**src/rtl/gdh_pkg.sv**
```systemverilog
// shared constants, types and the square root digit step of the grid distance heuristic
`timescale 1ns / 1ps
`default_nettype none

package gdh_pkg;

  localparam int COORD_BITS    = 12;
  localparam int FRAC_BITS     = 8;
  localparam int MODE_BITS     = 3;
  localparam int OUT_BITS      = COORD_BITS + 1 + FRAC_BITS;
  localparam int SQ_BITS       = 2 * COORD_BITS;
  localparam int SUM_BITS      = SQ_BITS + 1;
  localparam int DIG_PER_STAGE = 3;
  localparam int SQRT_STAGES   = (OUT_BITS + DIG_PER_STAGE - 1) / DIG_PER_STAGE;
  localparam int NDIG          = SQRT_STAGES * DIG_PER_STAGE;
  localparam int RAD_BITS      = 2 * NDIG;
  localparam int REM_BITS      = NDIG + 2;
  // start beat to result strobe: three front stages, the root stages, the output register
  localparam int LATENCY       = SQRT_STAGES + 4;

  typedef enum logic [MODE_BITS-1:0] {
    MODE_ZERO      = 3'd0,
    MODE_EUCLID    = 3'd1,
    MODE_OCTILE    = 3'd2,
    MODE_MANHATTAN = 3'd3,
    MODE_CHEBYSHEV = 3'd4
  } gdh_mode_e;

  // what travels beside the radicand down to the output adder
  typedef struct packed {
    logic                use_root;
    logic [OUT_BITS-1:0] lin;
  } gdh_side_t;

  typedef struct packed {
    logic [REM_BITS-1:0] rem;
    logic [NDIG-1:0]     root;
  } gdh_sq_t;

  // one restoring digit of the integer square root
  function automatic gdh_sq_t gdh_sqrt_step(gdh_sq_t cur, logic [1:0] pair);
    gdh_sq_t             nxt;
    logic [REM_BITS-1:0] shifted;
    logic [REM_BITS-1:0] trial;
    shifted = {cur.rem[REM_BITS-3:0], pair};
    trial   = {cur.root, 2'b01};
    if (shifted >= trial) begin
      nxt.rem  = shifted - trial;
      nxt.root = {cur.root[NDIG-2:0], 1'b1};
    end else begin
      nxt.rem  = shifted;
      nxt.root = {cur.root[NDIG-2:0], 1'b0};
    end
    return nxt;
  endfunction

endpackage

`default_nettype wire

```
**src/rtl/gdh_front.sv**
```systemverilog
// front stages: deltas and metric select, squaring, radicand sum
`timescale 1ns / 1ps
`default_nettype none

module gdh_front (
  input  wire logic                           clk_i,
  input  wire logic                           rst_ni,
  input  wire logic                           in_valid_i,
  input  wire logic [gdh_pkg::COORD_BITS-1:0] from_row_i,
  input  wire logic [gdh_pkg::COORD_BITS-1:0] from_col_i,
  input  wire logic [gdh_pkg::COORD_BITS-1:0] to_row_i,
  input  wire logic [gdh_pkg::COORD_BITS-1:0] to_col_i,
  input  wire logic [gdh_pkg::MODE_BITS-1:0]  mode_i,
  output logic                                out_valid_o,
  output logic [gdh_pkg::RAD_BITS-1:0]        rad_o,
  output gdh_pkg::gdh_side_t                  side_o
);
  import gdh_pkg::*;

  logic [COORD_BITS-1:0] dr, dc, lo, hi;
  logic [COORD_BITS-1:0] op_a_d, op_b_d;
  gdh_side_t             side_d;

  logic                  a_vld_q;
  logic [COORD_BITS-1:0] a_op_a_q, a_op_b_q;
  gdh_side_t             a_side_q;

  logic                  b_vld_q;
  logic [SQ_BITS-1:0]    b_sq_a_q, b_sq_b_q;
  gdh_side_t             b_side_q;

  logic                  c_vld_q;
  logic [RAD_BITS-1:0]   c_rad_q;
  gdh_side_t             c_side_q;

  // stage a: absolute deltas, ordering, linear term
  always_comb begin
    dr = (from_row_i >= to_row_i) ? from_row_i - to_row_i : to_row_i - from_row_i;
    dc = (from_col_i >= to_col_i) ? from_col_i - to_col_i : to_col_i - from_col_i;
    lo = (dr < dc) ? dr : dc;
    hi = (dr < dc) ? dc : dr;
  end

  always_comb begin
    op_a_d          = '0;
    op_b_d          = '0;
    side_d.use_root = 1'b0;
    side_d.lin      = '0;
    case (gdh_mode_e'(mode_i))
      MODE_EUCLID: begin
        op_a_d          = dr;
        op_b_d          = dc;
        side_d.use_root = 1'b1;
      end
      MODE_OCTILE: begin
        op_a_d          = lo;
        op_b_d          = lo;
        side_d.use_root = 1'b1;
        side_d.lin      = OUT_BITS'(hi - lo) << FRAC_BITS;
      end
      MODE_MANHATTAN: begin
        side_d.lin = (OUT_BITS'(dr) + OUT_BITS'(dc)) << FRAC_BITS;
      end
      MODE_CHEBYSHEV: begin
        side_d.lin = OUT_BITS'(hi) << FRAC_BITS;
      end
      default: begin
        side_d.lin = '0;
      end
    endcase
  end

  always_ff @(posedge clk_i or negedge rst_ni) begin
    if (!rst_ni) begin
      a_vld_q <= 1'b0;
      b_vld_q <= 1'b0;
      c_vld_q <= 1'b0;
    end else begin
      a_vld_q <= in_valid_i;
      b_vld_q <= a_vld_q;
      c_vld_q <= b_vld_q;
    end
  end

  always_ff @(posedge clk_i) begin
    a_op_a_q <= op_a_d;
    a_op_b_q <= op_b_d;
    a_side_q <= side_d;
    // stage b: squares
    b_sq_a_q <= SQ_BITS'(a_op_a_q) * SQ_BITS'(a_op_a_q);
    b_sq_b_q <= SQ_BITS'(a_op_b_q) * SQ_BITS'(a_op_b_q);
    b_side_q <= a_side_q;
    // stage c: sum, scaled for the fraction bits of the root
    c_rad_q  <= RAD_BITS'(SUM_BITS'(b_sq_a_q) + SUM_BITS'(b_sq_b_q)) << (2 * FRAC_BITS);
    c_side_q <= b_side_q;
  end

  assign out_valid_o = c_vld_q;
  assign rad_o       = c_rad_q;
  assign side_o      = c_side_q;

endmodule

`default_nettype wire

```
**src/rtl/gdh_sqrt.sv**
```systemverilog
// pipelined digit-by-digit integer square root, a few digits per stage
`timescale 1ns / 1ps
`default_nettype none

module gdh_sqrt (
  input  wire logic                         clk_i,
  input  wire logic                         rst_ni,
  input  wire logic                         in_valid_i,
  input  wire logic [gdh_pkg::RAD_BITS-1:0] rad_i,
  input  wire gdh_pkg::gdh_side_t           side_i,
  output logic                              out_valid_o,
  output logic [gdh_pkg::OUT_BITS-1:0]      root_o,
  output gdh_pkg::gdh_side_t                side_o
);
  import gdh_pkg::*;

  logic                vld_q  [SQRT_STAGES];
  logic [RAD_BITS-1:0] rad_q  [SQRT_STAGES];
  gdh_sq_t             acc_q  [SQRT_STAGES];
  gdh_side_t           side_q [SQRT_STAGES];

  for (genvar s = 0; s < SQRT_STAGES; s++) begin : g_stage
    logic                vld_in;
    logic [RAD_BITS-1:0] rad_in;
    gdh_sq_t             acc_in;
    gdh_side_t           side_in;
    gdh_sq_t             acc_d;

    if (s == 0) begin : g_first
      assign vld_in  = in_valid_i;
      assign rad_in  = rad_i;
      assign acc_in  = '0;
      assign side_in = side_i;
    end else begin : g_next
      assign vld_in  = vld_q[s-1];
      assign rad_in  = rad_q[s-1];
      assign acc_in  = acc_q[s-1];
      assign side_in = side_q[s-1];
    end

    // digits from the top pair down
    always_comb begin
      acc_d = acc_in;
      for (int i = 0; i < DIG_PER_STAGE; i++) begin
        acc_d = gdh_sqrt_step(acc_d, rad_in[2 * (NDIG - 1 - s * DIG_PER_STAGE - i) +: 2]);
      end
    end

    always_ff @(posedge clk_i or negedge rst_ni) begin
      if (!rst_ni) begin
        vld_q[s] <= 1'b0;
      end else begin
        vld_q[s] <= vld_in;
      end
    end

    always_ff @(posedge clk_i) begin
      rad_q[s]  <= rad_in;
      acc_q[s]  <= acc_d;
      side_q[s] <= side_in;
    end
  end

  assign out_valid_o = vld_q[SQRT_STAGES-1];
  assign root_o      = acc_q[SQRT_STAGES-1].root[OUT_BITS-1:0];
  assign side_o      = side_q[SQRT_STAGES-1];

endmodule

`default_nettype wire

```
**src/rtl/grid_distance_heuristic.sv**
```systemverilog
// top level of the grid distance heuristic pipeline
`timescale 1ns / 1ps
`default_nettype none

// usage
//   command channel: a cell pair is taken at a rising edge with start high and busy low.
//   busy is low whenever reset is released, so one pair can be taken in every cycle.
//   result channel: done_o is high for exactly one cycle with distance_o valid in that
//   cycle; the receiver cannot hold results off, so nothing upstream ever waits.
//   config channel: metric_mode is written by a cfg_valid_i / cfg_ready_o beat; the user must
//   write it only while no pair is in flight, which the block itself does not enforce;
//   cfg_ready_o is high whenever reset is released.
// pipeline and throughput
//   from the start beat to the done_o beat a pair passes three front stages (deltas, squares,
//   radicand), one stage per three root digits of the square root pipeline, then the output
//   register; distance_o is valid on the ports while done_o is high. One pair per cycle, set
//   by the fully pipelined root unit.
// reset
//   rst_ni clears every valid bit and sets metric_mode to the zero heuristic; pairs in flight
//   are dropped and no result strobe follows.
module grid_distance_heuristic (
  input  wire logic                           clk_i,
  input  wire logic                           rst_ni,
  input  wire logic                           start,
  output logic                                busy,
  input  wire logic [gdh_pkg::COORD_BITS-1:0] from_row_i,
  input  wire logic [gdh_pkg::COORD_BITS-1:0] from_col_i,
  input  wire logic [gdh_pkg::COORD_BITS-1:0] to_row_i,
  input  wire logic [gdh_pkg::COORD_BITS-1:0] to_col_i,
  input  wire logic                           cfg_valid_i,
  output logic                                cfg_ready_o,
  input  wire logic [gdh_pkg::MODE_BITS-1:0]  cfg_data_i,
  output logic                                done_o,
  output logic [gdh_pkg::OUT_BITS-1:0]        distance_o
);
  import gdh_pkg::*;

  logic [MODE_BITS-1:0] mode_q;
  logic                 front_vld;
  logic [RAD_BITS-1:0]  front_rad;
  gdh_side_t            front_side;
  logic                 root_vld;
  logic [OUT_BITS-1:0]  root;
  gdh_side_t            root_side;
  logic [OUT_BITS-1:0]  distance_d;
  logic [OUT_BITS-1:0]  distance_q;
  logic                 done_q;

  // no backpressure anywhere: only reset holds the channels off
  assign busy        = ~rst_ni;
  assign cfg_ready_o = rst_ni;

  // metric register
  always_ff @(posedge clk_i or negedge rst_ni) begin
    if (!rst_ni) begin
      mode_q <= MODE_ZERO;
    end else if (cfg_valid_i && cfg_ready_o) begin
      mode_q <= cfg_data_i;
    end
  end

  gdh_front u_front (
    .clk_i       (clk_i),
    .rst_ni      (rst_ni),
    .in_valid_i  (start && !busy),
    .from_row_i  (from_row_i),
    .from_col_i  (from_col_i),
    .to_row_i    (to_row_i),
    .to_col_i    (to_col_i),
    .mode_i      (mode_q),
    .out_valid_o (front_vld),
    .rad_o       (front_rad),
    .side_o      (front_side)
  );

  gdh_sqrt u_sqrt (
    .clk_i       (clk_i),
    .rst_ni      (rst_ni),
    .in_valid_i  (front_vld),
    .rad_i       (front_rad),
    .side_i      (front_side),
    .out_valid_o (root_vld),
    .root_o      (root),
    .side_o      (root_side)
  );

  // linear term plus the root when the metric uses one; wraps to the output width
  assign distance_d = root_side.lin + (root_side.use_root ? root : '0);

  always_ff @(posedge clk_i or negedge rst_ni) begin
    if (!rst_ni) begin
      done_q <= 1'b0;
    end else begin
      done_q <= root_vld;
    end
  end

  always_ff @(posedge clk_i) begin
    distance_q <= distance_d;
  end

  assign done_o     = done_q;
  assign distance_o = distance_q;

endmodule

`default_nettype wire

```
**config.mk**
```make
export PLATFORM = sky130hd
export DESIGN_NAME = grid_distance_heuristic
export DESIGN_NICKNAME = d
export VERILOG_FILES = /design/src/rtl/gdh_pkg.sv /design/src/rtl/gdh_front.sv /design/src/rtl/gdh_sqrt.sv /design/src/rtl/grid_distance_heuristic.sv
export SDC_FILE = /design/constraint.sdc
export NUM_CORES = 2
export LEC_CHECK = 0
export BUFFER_PORTS_ARGS = -buffer_cell sky130_fd_sc_hd__buf_4
export CAP_MARGIN = 10
export CORE_ASPECT_RATIO = 0.7
export CORE_UTILIZATION = 40
export CTS_CLUSTER_SIZE = 10
export DETAILED_ROUTE_END_ITERATION = 16
export PLACE_DENSITY = 0.62
export SETUP_SLACK_MARGIN = 0.4
export SLEW_MARGIN = 15
export SYNTH_ARGS = -nofsm -noshare
export SYNTH_HDL_FRONTEND = slang
export SYNTH_SLANG_ARGS = --single-unit
```
**constraint.sdc**
```tcl
create_clock -name clk_i -period 9.67 [get_ports clk_i]
set_input_delay 1.4505 -clock clk_i [delete_from_list [all_inputs] [get_ports clk_i]]
set_output_delay 1.4505 -clock clk_i [all_outputs]
set_load 0.03 [all_outputs]
```
==> reports/results.tsv <==
metric	value	unit
rsz0062_at_grt	false	
drtIter0Drc	2647	
die_h	265	um
placed_area	41600	um2
fp.dieArea	100000	um2
r2r_start	u_sqrt.acc_q[2][2]$_DFF_P_	
port_buffers	78	
design_area	43200	um2
holdBufCountCts	0	
overflow	0	
final_nets	5300	
synth_cells	4573	
drc	0	
arrival	9110	ps
syn2layout_area_growth	9.32	%
vias	32000	
floorplan.initialDensity	0.404	
coreArea	98000	um2
cp_slowest_cell	a2111oi_1	
outcome	complete, no violations	
netlist_area	39600	um2
worstReg2RegEnd	u_sqrt.acc_q[3][40]$_DFF_P_	
gr-usage-all-layers	0.192	
io-pin-count	79	
path_max_fanout	17	
slowest_delay	770	ps
slew_headroom	0.231	
antenna_found_initial	0	
drv_slew	0	
grt_pass1_vias	29400	
grt_first_pass_wirelength	158	mm
cts.sinks	521	
startpoint_type	flip-flop	
tns	0	ps
drt_wl_total	98.2	mm
finClkSkew	33.7	ps
maxCapViolCount	0	
hold_depth	0	
rrSetupSlack	1060	ps
fill_cells	9641	
grt_max_degree	32	
synth-edff-count	0	
worst_pin_slew	1140	ps
ys.flop_type	dfxtp_1	
use_met3	0.0353	
gp_congestion	0.924	
timing.fmax	116	MHz
postCtsResizedCells	0	
met1_usage	0.312	
p_per_area	352	nW/um2
h-tree-depth	2	
r2r_cells	26	
yosysUniqueCellTypes	103	
yosys_warnings	0	
wire_per_inst	16.5	um
layout-drive-gt1-share	0.0714	
yosysSeqAreaShare	0.265	
worstHoldStart	u_sqrt.side_q[4][16]$_DFF_P_	
final_common_cell	dfxtp_1	
worstPathRequired	10170	ps
syn_nets	5249	
period_share	0.891	
end_kind	flip-flop	
hp-class	flip-flop to flip-flop	
cts_made_buffers	59	
ys_seq_elements	521	
leakage	0.0204	uW
hpwl	78.8	mm
async_reset_ff_frac	0.0269	
num_antenna_cells	0	
clk_latency	640	ps
clockRootBuffer	clkbuf_16	
avgSynthCellArea	8.65	um2
grt.met2_usage	0.260	
fp.dieW	378	um
setup_viol	0	
top_usage_layer	met1	
timing.final.crit_period	8610	ps
hold_viol	0	
crit_type	flip-flop to flip-flop	
cts_setup_buffers	0	
mostFrequentLayoutCells	dfxtp_1 (507), ha_1 (453), inv_1 (445)	
dr.pass1.iters	6	
cts_tree	yes	
crit_path_start	u_sqrt.acc_q[2][2]$_DFF_P_	
path_clk_slew	50	ps
ant_nets	0	
rows	96	
whs_endpoint	u_sqrt.side_q[5][16]$_DFF_P_	
clockBufferDepth	3	
vdd_ir_drop_max	0.191	mV
drt-vias-per-instance	5.36	
==> flip-flops by register name, indices dropped and copies added, names as in the netlist, 3 cells and up <==
register and count:
distance_o 21, mode_q 3, u_front.a_op_a_q 12, u_front.a_op_b_q 12, u_front.a_side_q 14, u_front.b_side_q 14
u_front.b_sq_a_q 23, u_front.b_sq_b_q 23, u_front.rad_o 25, u_front.side_o 14, u_sqrt.acc_q 207, u_sqrt.g_stage.vld_in 6
u_sqrt.rad_q 44, u_sqrt.side_q 98
==> final cells by class <==
| type | count | area, um2 | share of cell area |
|---|---|---|---|
| tap | 1323 | 1660 | 0.0383 |
| inverter | 451 | 1700 | 0.0394 |
| timing repair buffer | 108 | 811 | 0.0188 |
| sequential | 521 | 10500 | 0.243 |
| multi-input combinational | 3483 | 26900 | 0.623 |
| clock inverter | 6 | 114 | 0.00263 |
| clock buffer | 70 | 1530 | 0.0353 |
==> cell families after synthesis <==
| family | share of synthesized area |
|---|---|
| and+or+nand+nor | 0.178 |
| xor gates and xnor gates | 0.0711 |
| DFF | 0.265 |
| muxes | 0.0254 |
| AOI/OAI and AO/OA | 0.176 |
| adders and majority gates | 0.228 |
| buffers and inverters | 0.0551 |
==> cells in the mapped netlist (58+ instances only) <==
library cell	n	share of area
a21o_1	95	0.018
clkbuf_1	98	0.0093
mux2_2	58	0.017
xor2_1	106	0.023
inv_1	446	0.042
fa_1	168	0.085
ha_1	453	0.14
nand3_1	58	0.0073
nor2_1	354	0.034
xnor2_1	215	0.048
a21oi_1	292	0.037
o21ai_0	207	0.026
nor3_1	115	0.015
nand2_1	310	0.029
dfxtp_1	507	0.26
and2_1	151	0.024
==> worst max-delay path: cells and delay by family, from the launching register on <==
kind,cells,cell delay [ps]
DFF,1,350
adders and majority gates,3,1240
xor gates and xnor gates,1,140
AOI/OAI and AO/OA,6,2260
buffers and inverters,5,1290
and+or+nand+nor,11,3200
==> through the flow <==
step / std cells / hold WS, ps / setup slack (ps) / util / power (uW)
2_1_floorplan: 4573 / 310 / 1800 / - / 10700
3_3_place_gp: 5886 / 310 / 945 / 0.424 / 13000
3_5_place_dp: 5886 / 312 / 756 / 0.424 / 13000
4_1_cts: 5962 / 315 / 661 / 0.441 / 15100
5_1_grt: 5962 / 320 / 423 / 0.441 / 16500
6_report: 5962 / 312 / 1060 / 0.441 / 15200
==> worst max path at each step <==
stage,end,slack [ps]
after CTS,u_sqrt.acc_q[4][23]$_DFF_P_,660
after floorplan,u_sqrt.acc_q[4][33]$_DFF_P_,1800
after detailed placement,u_sqrt.acc_q[4][23]$_DFF_P_,760
after global placement,u_sqrt.acc_q[4][23]$_DFF_P_,940
final,u_sqrt.acc_q[3][40]$_DFF_P_,1060
after global routing,u_sqrt.acc_q[3][24]$_DFF_P_,420
==> metal layers <==
metal	wire [um]	vias up
met4	1010	0
met1	52200	14900
met3	7810	71
li1	-	16100
met2	37100	926
met5	0	-
==> report_power, final <==
part / switching [uW] / internal, uW
clock network: 845 / 1150
logic: 5700 / 3930
registers: 601 / 3000
total: 7150 / 8080
Power figures use the tool's default switching activity.
